===== src/rtl/slot_window_broadcast_dedup_assert.svh =====
// assertion macros used by swbd_seq
`ifndef SLOT_WINDOW_BROADCAST_DEDUP_ASSERT_SVH
`define SLOT_WINDOW_BROADCAST_DEDUP_ASSERT_SVH

// antecedent holds in this cycle, consequent in the same cycle
`define SWBD_ASSERT_IMP(lbl, clk, rstn, ante, cons, msg) \
    lbl: assert property (@(posedge clk) disable iff (!(rstn)) (ante) |-> (cons)) \
        else $error(msg);

// antecedent holds in this cycle, consequent in the next one
`define SWBD_ASSERT_NXT(lbl, clk, rstn, ante, cons, msg) \
    lbl: assert property (@(posedge clk) disable iff (!(rstn)) (ante) |=> (cons)) \
        else $error(msg);

`endif


===== src/rtl/swbd_pkg.sv =====
`default_nettype none
package swbd_pkg;

    localparam int SLOT_W    = 32;
    localparam int ID_WORD_W = 64;
    localparam int ID_W      = 4 * ID_WORD_W;
    localparam int CFG_W     = 16;
    localparam int CFG_IDX_W = 4;
    localparam int S_DATA_W  = 296;  // slot, four id words, record flag, padded
    localparam int M_DATA_W  = 8;

    localparam logic OP_PRECHECK = 1'b0;
    localparam logic OP_FINALIZE = 1'b1;

    localparam logic [CFG_IDX_W-1:0] REG_DESYNC = CFG_IDX_W'(0);
    localparam logic [CFG_IDX_W-1:0] REG_SPW    = CFG_IDX_W'(1);

    typedef enum logic [1:0] {
        ST_OK    = 2'd0,
        ST_FINAL = 2'd1,
        ST_AHEAD = 2'd2,
        ST_DUP   = 2'd3
    } swbd_status_t;

    // table write strobes from the sequencer
    typedef struct packed {
        logic tag_we;
        logic valid_set;
        logic valid_clr;
        logic id_we;
    } swbd_mem_ctl_t;

endpackage
`default_nettype wire


===== src/rtl/swbd_seq.sv =====
`default_nettype none
module swbd_seq
    import swbd_pkg::*;
#(
    parameter int DEPTH = 64,
    parameter int IDX_W = 6
) (
    input  wire logic                  aclk,
    input  wire logic                  aresetn,
    input  wire logic                  in_valid,
    output logic                       in_ready,
    input  wire logic                  in_op,
    input  wire logic [SLOT_W-1:0]     in_slot,
    input  wire logic [ID_W-1:0]       in_id,
    input  wire logic                  in_rec,
    input  wire logic [CFG_W-1:0]      desync,
    input  wire logic [CFG_W-1:0]      spw,
    input  wire logic                  out_free,
    output logic                       res_valid,
    output swbd_status_t               res_status,
    output swbd_mem_ctl_t              ctl,
    output logic      [IDX_W-1:0]      waddr,
    output logic      [SLOT_W-1:0]     wtag,
    output logic      [IDX_W-1:0]      tag_raddr,
    output logic      [IDX_W+1:0]      id_waddr,
    output logic      [ID_WORD_W-1:0]  id_wdata,
    output logic      [IDX_W+1:0]      id_raddr,
    input  wire logic [SLOT_W-1:0]     tag_rdata,
    input  wire logic                  valid_rdata,
    input  wire logic [ID_WORD_W-1:0]  id_rdata
);

    localparam bit IS_POW2 = (DEPTH & (DEPTH - 1)) == 0;
    localparam logic [IDX_W-1:0] LAST_IDX = IDX_W'(DEPTH - 1);
    // rounded-up reciprocal of the table depth, exact quotient for any 32-bit slot
    localparam logic [SLOT_W:0]  RECIP =
        (SLOT_W+1)'(((64'd1 << (SLOT_W + IDX_W)) + 64'(DEPTH - 1)) / 64'(DEPTH));

    typedef enum logic [10:0] {
        S_IDLE = 11'b000_0000_0001,
        S_LOW  = 11'b000_0000_0010,
        S_LIM  = 11'b000_0000_0100,
        S_HIGH = 11'b000_0000_1000,
        S_MOD  = 11'b000_0001_0000,
        S_RDT  = 11'b000_0010_0000,
        S_TAG  = 11'b000_0100_0000,
        S_IDC  = 11'b000_1000_0000,
        S_WR   = 11'b001_0000_0000,
        S_SWP  = 11'b010_0000_0000,
        S_DONE = 11'b100_0000_0000
    } state_t;

    state_t              state_reg, state_next;
    logic                op_reg, op_next;
    logic [SLOT_W-1:0]   slot_reg, slot_next;
    logic [ID_W-1:0]     id_reg, id_next;
    logic                rec_reg, rec_next;
    logic [SLOT_W-1:0]   base_reg, base_next;
    logic [IDX_W-1:0]    idx_reg, idx_next;
    logic [IDX_W-1:0]    quo_reg, quo_next;
    logic [IDX_W-1:0]    k_reg, k_next;
    logic [1:0]          w_reg, w_next;
    logic                mis_reg, mis_next;
    swbd_status_t        status_reg, status_next;
    logic [2*CFG_W-1:0]  prod_reg, prod_next;
    logic [SLOT_W:0]     limit_reg, limit_next;

    // the one compare unit that the slot, tag and id compare steps go through
    logic [ID_WORD_W:0]  cmp_a, cmp_b;
    logic                cmp_lt, cmp_eq;
    logic [2*SLOT_W:0]   recip_prod;
    logic [IDX_W-1:0]    rem_low;
    logic [IDX_W-1:0]    win_cap;
    logic                accept;

    assign cmp_lt = cmp_a < cmp_b;
    assign cmp_eq = cmp_a == cmp_b;

    assign in_ready   = (state_reg == S_IDLE);
    assign accept     = in_valid && in_ready;
    assign recip_prod = slot_reg * RECIP;
    // remainder is below the depth, so the low index bits are enough
    assign rem_low    = slot_reg[IDX_W-1:0] - IDX_W'(quo_reg * SLOT_W'(DEPTH));
    assign win_cap    = (prod_reg > 32'(DEPTH - 1)) ? LAST_IDX : prod_reg[IDX_W-1:0];

    always_comb begin
        state_next  = state_reg;
        op_next     = op_reg;
        slot_next   = slot_reg;
        id_next     = id_reg;
        rec_next    = rec_reg;
        base_next   = base_reg;
        idx_next    = idx_reg;
        quo_next    = quo_reg;
        k_next      = k_reg;
        w_next      = w_reg;
        mis_next    = mis_reg;
        status_next = status_reg;
        prod_next   = prod_reg;
        limit_next  = limit_reg;
        cmp_a       = '0;
        cmp_b       = '0;
        ctl         = '0;
        waddr       = idx_reg;
        wtag        = slot_reg;
        tag_raddr   = '0;
        id_waddr    = {idx_reg, w_reg};
        id_wdata    = id_reg[w_reg*ID_WORD_W +: ID_WORD_W];
        id_raddr    = {idx_reg, 2'd0};
        res_valid   = 1'b0;
        case (state_reg)
            S_IDLE: begin
                if (accept) begin
                    op_next     = in_op;
                    slot_next   = in_slot;
                    id_next     = in_id;
                    rec_next    = in_rec;
                    idx_next    = in_slot[IDX_W-1:0];
                    status_next = ST_OK;
                    k_next      = '0;
                    if (in_op == OP_FINALIZE) begin
                        // base wraps to zero after the last slot
                        base_next  = in_slot + 32'd1;
                        state_next = S_SWP;
                    end else begin
                        state_next = S_LOW;
                    end
                end
            end
            S_LOW: begin
                cmp_a     = 65'(slot_reg);
                cmp_b     = 65'(base_reg);
                prod_next = desync * spw;
                if (cmp_lt) begin
                    status_next = ST_FINAL;
                    state_next  = S_DONE;
                end else begin
                    state_next = S_LIM;
                end
            end
            S_LIM: begin
                limit_next = {1'b0, base_reg} + 33'(win_cap);
                quo_next   = IDX_W'(recip_prod >> (SLOT_W + IDX_W));
                state_next = S_HIGH;
            end
            S_HIGH: begin
                cmp_a = 65'(limit_reg);
                cmp_b = 65'(slot_reg);
                if (cmp_lt) begin
                    status_next = ST_AHEAD;
                    state_next  = S_DONE;
                end else if (IS_POW2) begin
                    state_next = S_RDT;
                end else begin
                    state_next = S_MOD;
                end
            end
            S_MOD: begin
                // table index from the registered quotient
                idx_next   = rem_low;
                state_next = S_RDT;
            end
            S_RDT: begin
                tag_raddr  = idx_reg;
                w_next     = 2'd0;
                mis_next   = 1'b0;
                state_next = S_TAG;
            end
            S_TAG: begin
                cmp_a = 65'(tag_rdata);
                cmp_b = 65'(slot_reg);
                if (valid_rdata && cmp_eq) begin
                    state_next = S_IDC;
                end else if (rec_reg) begin
                    // an empty entry or one of another slot is overwritten
                    ctl.tag_we    = 1'b1;
                    ctl.valid_set = 1'b1;
                    state_next    = S_WR;
                end else begin
                    state_next = S_DONE;
                end
            end
            S_IDC: begin
                cmp_a    = 65'(id_rdata);
                cmp_b    = 65'(id_reg[w_reg*ID_WORD_W +: ID_WORD_W]);
                id_raddr = {idx_reg, w_reg + 2'd1};
                mis_next = mis_reg || !cmp_eq;
                w_next   = w_reg + 2'd1;
                if (w_reg == 2'd3) begin
                    status_next = mis_next ? ST_DUP : ST_OK;
                    state_next  = S_DONE;
                end
            end
            S_WR: begin
                ctl.id_we = 1'b1;
                w_next    = w_reg + 2'd1;
                if (w_reg == 2'd3) begin
                    state_next = S_DONE;
                end
            end
            S_SWP: begin
                // tag of entry k arrived this cycle, fetch k+1
                cmp_a     = 65'(tag_rdata);
                cmp_b     = 65'(base_reg);
                waddr     = k_reg;
                tag_raddr = k_reg + 1'b1;
                ctl.valid_clr = valid_rdata && cmp_lt;
                k_next    = k_reg + 1'b1;
                if (k_reg == LAST_IDX) begin
                    state_next = S_DONE;
                end
            end
            S_DONE: begin
                if (out_free) begin
                    res_valid  = 1'b1;
                    state_next = S_IDLE;
                end
            end
            default: begin
                state_next = S_IDLE;
            end
        endcase
    end

    assign res_status = status_reg;

    always_ff @(posedge aclk) begin
        if (!aresetn) begin
            state_reg <= S_IDLE;
            base_reg  <= '0;
        end else begin
            state_reg <= state_next;
            base_reg  <= base_next;
        end
    end

    always_ff @(posedge aclk) begin
        op_reg     <= op_next;
        slot_reg   <= slot_next;
        id_reg     <= id_next;
        rec_reg    <= rec_next;
        idx_reg    <= idx_next;
        quo_reg    <= quo_next;
        k_reg      <= k_next;
        w_reg      <= w_next;
        mis_reg    <= mis_next;
        status_reg <= status_next;
        prod_reg   <= prod_next;
        limit_reg  <= limit_next;
    end

`include "slot_window_broadcast_dedup_assert.svh"

    `SWBD_ASSERT_IMP(a_sweep_step, aclk, aresetn, (state_reg == S_SWP) && $past(state_reg == S_SWP), k_reg == IDX_W'($past(k_reg) + 1'b1), "sweep index skipped an entry")
    `SWBD_ASSERT_IMP(a_id_write_rec, aclk, aresetn, ctl.id_we, rec_reg && (op_reg == OP_PRECHECK), "id written without a recording precheck")
    `SWBD_ASSERT_NXT(a_final_base, aclk, aresetn, accept && (in_op == OP_FINALIZE), base_reg == $past(in_slot) + 32'd1, "base not moved past the finalized slot")
    `SWBD_ASSERT_IMP(a_ahead_above, aclk, aresetn, res_valid && (res_status == ST_AHEAD), slot_reg > base_reg, "too-far-ahead status for a slot not above base")

endmodule
`default_nettype wire


===== config.mk =====
export PLATFORM = sky130hd
export DESIGN_NAME = swbd_seq
export DESIGN_NICKNAME = d
export VERILOG_FILES = /design/src/rtl/swbd_pkg.sv /design/src/rtl/swbd_seq.sv
export VERILOG_INCLUDE_DIRS = /design/src /design/src/rtl
export SDC_FILE = /design/constraint.sdc
export NUM_CORES = 1
export LEC_CHECK = 0
export BUFFER_PORTS_ARGS = -buffer_cell sky130_fd_sc_hd__buf_2
export CAP_MARGIN = 30
export CORE_MARGIN = 1.5
export CORE_UTILIZATION = 35
export CTS_BUF_LIST = sky130_fd_sc_hd__clkbuf_16
export DETAILED_ROUTE_END_ITERATION = 12
export HOLD_SLACK_MARGIN = 0.02
export PLACE_DENSITY_LB_ADDON = 0.05
export SKIP_CTS_REPAIR_TIMING = 1
export SLEW_MARGIN = 10
export SYNTH_ARGS = -nofsm -noshare
export SYNTH_HDL_FRONTEND = slang
export SYNTH_SLANG_ARGS = --single-unit

===== constraint.sdc =====
create_clock -name aclk -period 6.6 [get_ports aclk]
set_input_delay 0.33 -clock aclk [delete_from_list [all_inputs] [get_ports aclk]]
set_output_delay 0.33 -clock aclk [all_outputs]
set_load 0.005 [all_outputs]

-- After elaboration in Yosys (flattened, before gate mapping)
Cells that the tools add are included.
- $mul: 1
- $lt $le $gt $ge: 2
- reduce and logical (&&, ||, !) cells: 20
- add/sub/neg operators: 4
- mux-type cells: 35
- shifts and indexed selects: 1
- equality and inequality tests: 21
- operator list (operator ; count):
    case mux 64 bit (4 select lines) ; 1
    variable part select 256 x 9 -> 64 bit ; 1
    case mux 64 bit (3 select lines) ; 1
    case mux 11 bit (10 select lines) ; 1
    two-way mux 11 bit ; 8
    == test 65 bit ; 1
    less-than comparator 65 bit ; 1
    case mux 6 bit (2 select lines) ; 3
    adder 32 x 6 -> 33 bit ; 1
    adder 32 x 1 -> 32 bit (second input constant) ; 1
    > comparator 32 x 6 -> 1 bit (second input constant) ; 1
    multiplier 16 x 16 -> 32 bit ; 1
    two-way mux 6 bit ; 4
    two-way mux 2 bit ; 9
    == test 11 x 1 -> 1 bit (second input constant) ; 1
    == test 11 x 10 -> 1 bit (second input constant) ; 1
    == test 11 bit (second input constant) ; 1
    == test 11 x 2 -> 1 bit (second input constant) ; 1
    == test 11 x 3 -> 1 bit (second input constant) ; 1
    == test 11 x 4 -> 1 bit (second input constant) ; 1
    == test 11 x 5 -> 1 bit (second input constant) ; 1
    == test 11 x 6 -> 1 bit (second input constant) ; 1
    == test 11 x 7 -> 1 bit (second input constant) ; 1
    == test 11 x 8 -> 1 bit (second input constant) ; 1
    other kinds (22) ; 40
- register bits after elaboration: 414
- output and inout port bits: 132
- bits of input ports: 423
- word-level logic and storage cells: 96

-- Logic depth before layout (Yosys ltp)
Gate-level depths: netlist (run 1).
- word-level depth: 9
- depth in mapped cells: 24
- mapped depth without buffers: 23

-- Worst setup path before layout (run 1)
No wires, ideal clock.
- path kind: input-to-reg
- start: in spw[9]
- end: reg prod_reg[30], data pin
- arrival time: 5774 ps
- setup slack: 569 ps
- library setup time: 258 ps
- stages on the path: 22
- cells stage by stage: clkbuf_1 nand2_1 fa_1 inv_1 fa_1 inv_1 fa_1 inv_1 fa_1 fa_1 inv_1 fa_1 inv_1 ha_1 or3_1 nor2_1 a21o_1 a311oi_2 a221o_2 a211o_1 a21oi_2 xnor2_1
- longest elaborated chain between the ends: 1
- ends and longest elaborated chain (what ; line ; source):
    from (decl) ; swbd_seq.sv:17 ; input wire logic [CFG_W-1:0] spw,
    multiplier 16 x 16 -> 32 bit ; swbd_seq.sv:133 ; prod_next = desync * spw;
    to (signal assigned) ; swbd_seq.sv:248 ; prod_reg <= prod_next;
    to (decl) ; swbd_seq.sv:65 ; logic [2*CFG_W-1:0] prod_reg, prod_next;
Every way passes these cells.
A chain may end at the register's enable or synchronous reset.

==> metrics.md, run 1 <==
| Metric | Value |
|---|---|
| Outcome | finished, final reports clean |
| DRC viols | 0 |
| Worst hold stages | 1 |
| WL met2 | 44,700 um |
| Starting Density | 35.6% |
| Syn avg cell area | 11.9 um^2 |
| Die Wd | 282 um |
| Worst-margin pin slew | 1.17 ns |
| Max reg flops | 256 |
| Pwr dens | 348 nW/um^2 |
| CTS H-tree depth | 2 |
| Synth area leaders | edfxtp_1 40%, fa_1 14%, ha_1 8.2% |
| CP Capture Type | output pin |
| Minimum clock period | 6.13 ns |
| Area post-placement | 31,100 um^2 |
| Clock sinks | 407 |
| Worst r2r src | state_reg[5] |
| M1 WL | 36,200 um |
| Reg2reg path depth | 18 |
| Ys async rst share | 0% |
| Mapped Area | 27,200 um^2 |
| Seq/Total Area, Yosys | 43.4% |
| Reg clk slew, reported paths | 0.06 ns |
| Hold Crit Start | in_slot[9] |
| Antenna violations before repair | 9 |
| Max frequency | 163 MHz |
| HP Class | in -> reg |
| # IOs | 555 |
| Rows | 101 |
| Leading area contributor after synthesis | edfxtp_1 |
| EDFF count, synth | 365 |
| Gr ovfl total | 0 |
| Synth Register Bits | 407 |
| Area grow syn2layout | 30.4% |
| GRT Resource Usage Total | 21.7% |
| Vias | 20,752 |
| Largest net degree at the start of global routing | 177 |
| WL met3 | 5340 um |
| Setup TNS | 0 ns |
| Tcrit/Tclk final | 92.8% |
| Vias per std cell | 4.96 |
| Fraction of layout cells with a size suffix above 1 | 23.7% |
| Initial DRT Pass Iterations | 9 |
| Endpoints failing setup | 0 |
| Reg2Reg Setup Slack | 1.08 ns |
| Die Height | 282 um |
| Final nets | 3,903 |
| CP Launch Type | flip-flop |
| Routed len/inst | 21.1 um |
| Synthesized Nets | 3,084 |
| CTS buffer count | 47 |
| Uppermost routed layer | met4 |
| Post-route insts no fill | 4,185 |
| Synth cell types | 71 |
| Main synth FF type | edfxtp_1 |
| Dpl cells | 3,808 |
| Final WL | 88,200 um |
| CTS Root Cell | clkbuf_16 |
| Mapped Cells | 2,289 |
| Worst Setup SP | state_reg[5] |
| Worst skew pair latency | 0.60 ns |
| Critical path cell sequence | nor2_1 -> nand3_1 -> or3_4 -> or3b_1 -> nand2_1 -> buf_4 -> a222oi_1 -> ha_1 -> nand4_1 -> nor4_2 -> nand3_1 -> o221ai_1 -> a21oi_1 -> a2111oi_0 -> nor3b_1 -> buf_4 -> and3_1 -> buf_2 |
| Longest Clk Path Bufs | 3 |
| Vias in the first global route | 20,361 |
| PortBufs | 554 |
| Post-synth top area share | 40.3% |
| DP Wirelength | 69,200 um |
| Max-cap violation count | 0 |
| Unrepaired setup endpoints after global routing | no |
| Critical path arrival | 5.80 ns |
| Relative slew slack | 21.7% |
| First-pass GRT wire length | 128,000 um |
| Clock skew | 0.0336 ns |
| Starting DRT DRC Count | 1,460 |
| Top-count cell post-synth | edfxtp_1 |
| Yosys warns | 0 |
| Die ar. | 79,300 um^2 |
| Critical path class | reg -> out |
| Reg2reg end | res_status[0] |
| Max-slew violation count | 0 |
| Final Wtd Congestion | 0.841 |
| Crit-path slowest cell | or3b_1 |
| Peak VDD IR | 0.426 mV |
| Tot Pwr | 12,300 uW |
| Pleak | 0.0157 uW |
| Hold path endpoint | wtag[9] |
| Worst EP required | 6.27 ns |
| CTS tree | yes |
| Detail Route Antenna Nets | 0 |
| Final instance area | 35,400 um^2 |
| Fin. Hold Viols | 0 |
| Core Box Area | 76,300 um^2 |
| Critical Path Fanout Max | 33 |
| Post-synth top cells | 365 x edfxtp_1, 316 x nand2_1, 269 x inv_1 |
| CP max stage delay | 0.67 ns |
[per-layer routing]
metal / vias up / GRT usage (%)
li1: 9613 / -
met1: 10347 / 27.2
met2: 688 / 37.8
met3: 104 / 4.53
met4: 0 / 6.22
met5: - / 0
[worst max-delay path by stage]
stage	slack [ns]	to	cells past startpoint
after detailed placement	0.11	prod_reg[30]	22
after floorplan	0.57	prod_reg[30]	22
final	0.47	ctl[1]	18
after global routing	0.11	ctl[1]	18
after global placement	0.22	prod_reg[31]	22
after CTS	0.25	ctl[1]	18
[cells by family after synthesis]
kind of cell / synth area share, %
flip-flops: 43.4
multiplexers: 5.30
AND/OR/NAND/NOR: 13.4
XOR/XNOR: 2.90
adder cells (fa/ha/maj): 22.5
buffers and inverters: 5.51
AO/OA/AOI/OAI: 6.94
[cell type report]
cell class              instances  area [um^2]
clock inverters                39          285
diodes                         10         25.0
clock buffers                  47         1180
inverters                     270         1010
multi-input cells            1508        13900
well taps                    1030         1290
flip-flops and latches        407        11800
repair buffers                874         5950
fillers                      7242        40900
[layout by cell type, fill, tap and decap left out, types with 4 or more instances in the layout]
cell type      netlist  routed
a211oi_1             5       5
a21o_1              53      53
a21oi_1             54      54
a222oi_1            38      38
a22o_1              13      13
a22oi_1             14      14
and2_1             185     185
and3_1              21      21
and4_1               6       6
buf_12               0       4
buf_2               12     554
buf_4               15      34
clkbuf_16            0      47
clkinv_1             1      10
clkinv_2             0       9
dfxtp_1             42      42
diode_2              0      10
dlygate4sd3_1        0     281
edfxtp_1           365     365
fa_1               195     195
ha_1               177     177
inv_1              269     282
mux4_2              64      64
nand2_1            316     316
nand2b_1             6       6
nand3_1             43      43
nand4_1             27      27
nor2_1              55      55
nor2b_1              7       7
nor3_1               7       7
nor4_1              11      10
o211a_1              8       8
o21a_1               7       7
o21ai_0             32      32
o21ai_1              5       5
o21bai_1             7       7
or2_2                5       5
or3_1               10      10
xnor2_1             57      57
xor2_1              33      33
[power breakdown]
part | switching [uW] | total [uW] | internal (uW)
registers | 135 | 3610 | 3480
logic | 3520 | 6220 | 2700
clock network | 1100 | 2510 | 1410
[critical path, delay by kind of cell (launching register included)]
| kind | cells | cell delay, ns |
|---|---|---|
| AND/OR/NAND/NOR | 10 | 2.80 |
| AO/OA/AOI/OAI | 4 | 0.97 |
| buffers and inverters | 3 | 0.70 |
| flip-flops | 1 | 0.35 |
| adder cells (fa/ha/maj) | 1 | 0.34 |
[through the flow]
step	hold WS, ns	utilization [%]	setup WS (ns)
floorplan	0.429	-	0.569
global placement	0.507	40.7	0.222
detailed placement	0.508	40.8	0.111
CTS	-0.134	42.7	0.252
global route	0.0247	46.4	0.109
finish	0.0485	46.4	0.473
No activity file was read; power rests on OpenSTA's default activity.
==> run 2: changes to the inputs <==
==> constraint.sdc (replaced) <==
create_clock -name aclk -period 7.25 [get_ports aclk]
set_input_delay 0.3625 -clock aclk [delete_from_list [all_inputs] [get_ports aclk]]
set_output_delay 0.3625 -clock aclk [all_outputs]
set_load 0.005 [all_outputs]
==> run 2 against run 1 <==
Against the previous run: via count fell by 0.85%; die area did not move; core utilization fell by 0.38 points; sequential cell count did not move; sequential share of layout area rose by 0.28 points; final area fell by 0.82%; global-route usage barely moved; power fell by 9.0%; non-clock buffer count fell by 36; highest routed layer is now met5.
==> metrics.md, run 2 (synthesis results as in run 1) <==
| Metric | Value |
|---|---|
| Outcome | finished, final reports clean (unchanged) |
| HP Class | in -> reg (unchanged) |
| Starting Density | 35.6% (unchanged) |
| Setup TNS | 0 ns (unchanged) |
| Endpoints failing setup | 0 (unchanged) |
| Busiest grt layer | met2 (unchanged) |
| Max-cap violation count | 0 (unchanged) |
| Largest net degree at the start of global routing | 171 (was 177) |
| Critical path arrival | 6.26 ns (was 5.80 ns) |
| Max frequency | 151 MHz |
| Max reg flops | 256 (unchanged) |
| Antenna violations before repair | 10 (was 9) |
| Routed len/inst | 21.3 um (was 21.1 um) |
| Hold Crit Start | in_slot[0] (was in_slot[9]) |
| CTS tree | yes (unchanged) |
| Vias in the first global route | 20,570 (was 20,361) |
| Core Box Area | 76,300 um^2 (unchanged) |
| Longest Clk Path Bufs | 3 (unchanged) |
| CTS Root Cell | clkbuf_16 (unchanged) |
| Vias | 20,576 (was 20,752) |
| Die Height | 282 um (unchanged) |
| Final WL | 88,300 um (was 88,200 um) |
| Internal power | 6890 uW (was 7590 uW) |
| Critical path class | reg -> out (unchanged) |
| CTS buffer count | 48 (was 47) |
| Minimum clock period | 6.62 ns |
| Tot Pwr | 11,200 uW (was 12,300 uW) |
| Relative slew slack | 21.2% (was 21.7%) |
| Vias per std cell | 4.96 (about the same) |
| Psw | 4330 uW (was 4750 uW) |
| First-pass GRT wire length | 128,000 um (about the same) |
| DRC viols | 0 (unchanged) |
| Die ar. | 79,300 um^2 (unchanged) |
| GRT Resource Usage Total | 21.7% (about the same) |
| M1 GR Usage | 27.1% (was 27.2%) |
| Final nets | 3,868 (was 3,903) |
| Final Wtd Congestion | 0.850 (was 0.841) |
| CP Capture Type | output pin (unchanged) |
| PortBufs | 554 (unchanged) |
| Pleak | 0.0156 uW (was 0.0157 uW) |
| Peak VDD IR | 0.478 mV (was 0.426 mV) |
| Global routing met3 resource utilization | 3.56% (was 4.53%) |
| Fraction of layout cells with a size suffix above 1 | 23.5% (was 23.7%) |
| # IOs | 555 (unchanged) |
| Detail Route Antenna Nets | 0 (unchanged) |
| Unrepaired setup endpoints after global routing | no (unchanged) |
| Worst-margin pin slew | 1.18 ns (was 1.17 ns) |
| Worst skew pair latency | 0.60 ns (about the same) |
| Clock skew | 0.0352 ns (was 0.0336 ns) |
| Most frequent cells in the layout | 554 x buf_2, 365 x edfxtp_1, 316 x nand2_1, 278 x inv_1, 264 x dlygate4sd3_1 (was 554 x buf_2, 365 x edfxtp_1, 316 x nand2_1, 282 x inv_1, 281 x dlygate4sd3_1) |
| Clock sinks | 407 (unchanged) |
| Gate power share | 49.7% (was 50.4%) |
| CTS H-tree depth | 2 (unchanged) |
| Reg clk slew, reported paths | 0.05 ns (was 0.06 ns) |
| Sequential share of power | 29.3% (about the same) |
| Pwr dens | 319 nW/um^2 (was 348 nW/um^2) |
| Worst EP required | 6.89 ns (was 6.27 ns) |
| Tcrit/Tclk final | 91.4% |
| DP Wirelength | 68,200 um (was 69,200 um) |
| Max-slew violation count | 0 (unchanged) |
| Initial DRT Pass Iterations | 9 (unchanged) |
| GR Util met2 | 39.3% (was 37.8%) |
| Area grow syn2layout | 29.3% (was 30.4%) |
| Fin. Hold Viols | 0 (unchanged) |
| Critical Path Fanout Max | 19 (was 33) |
| Rows | 101 (unchanged) |
| Clk pwr share | 20.9% (was 20.3%) |
| Die Wd | 282 um (unchanged) |
| Gr ovfl total | 0 (unchanged) |
| Switch share | 38.6% (was 38.5%) |
| Worst Setup SP | state_reg[5] (unchanged) |
| Most common cell after layout, fill and taps aside | buf_2 (unchanged) |
| Starting DRT DRC Count | 1,409 (was 1,460) |
| CP Launch Type | flip-flop (unchanged) |
| Worst r2r src | state_reg[5] (unchanged) |
[run 2: cell type report]
cell class | count | area, um^2
diodes | 8 | 20.0
clock buffers | 49 | 1230
clock inverters | 40 | 288
fillers | 7198 | 41200
inverters | 270 | 1010
multi-input cells | 1508 | 13900
flip-flops and latches | 407 | 11800
well taps | 1030 | 1290
repair buffers | 838 | 5620
[run 2: power groups by stage]
stage / Combinational, uW / Sequential (uW) / Clock, uW
floorplan: 4000 / 3300 / 0
global placement: 5510 / 3330 / 0
detailed placement: 5550 / 3340 / 0
CTS: 5610 / 3290 / 2410
global route: 6400 / 3320 / 2490
finish: 5580 / 3290 / 2350
[run 2: stage by stage]
step	util [%]	worst slack (ns)	hold slack, ns	instance area [um^2]	cells
final	46.0	0.625	0.0306	35100	4150
after global routing	46.0	0.261	0.0205	35100	4149
after CTS	42.6	0.576	-0.104	32500	3878
after detailed placement	40.6	0.716	0.540	31000	3789
after global placement	40.6	0.771	0.539	31000	3789
after floorplan	-	1.19	0.461	27200	2289
[run 2: final timing paths]
kind / to / slack [ns] / cells after the start
min: wtag[0] / 0.03 / 1
max: ctl[1] / 0.63 / 17
min reg2reg: base_reg[18] / 0.55 / 2
max reg2reg: res_status[1] / 1.27 / 18
[run 2: per-layer routing]
metal / share of wire [%] / up-vias
met3: 5.4 / 97
met5: 0.023 / -
met1: 41 / 10271
met2: 52 / 674
met4: 1.7 / 2
li1: - / 9532
[run 2: worst max-delay path, stage by stage, from the launching register on]
cell and delay [ns]:
dfxtp_1 0.35, nor2_1 0.18, nand3_1 0.12, or3_4 0.37, or3b_1 0.67, nand2_1 0.75, a222oi_1 0.26, ha_1 0.35
nand4_1 0.25, nor4_1 0.69, nand3_1 0.28, o221ai_1 0.25, a21oi_1 0.12, a2111oi_0 0.39, nor3b_1 0.11, buf_4 0.21
and3_1 0.19, buf_2 0.12
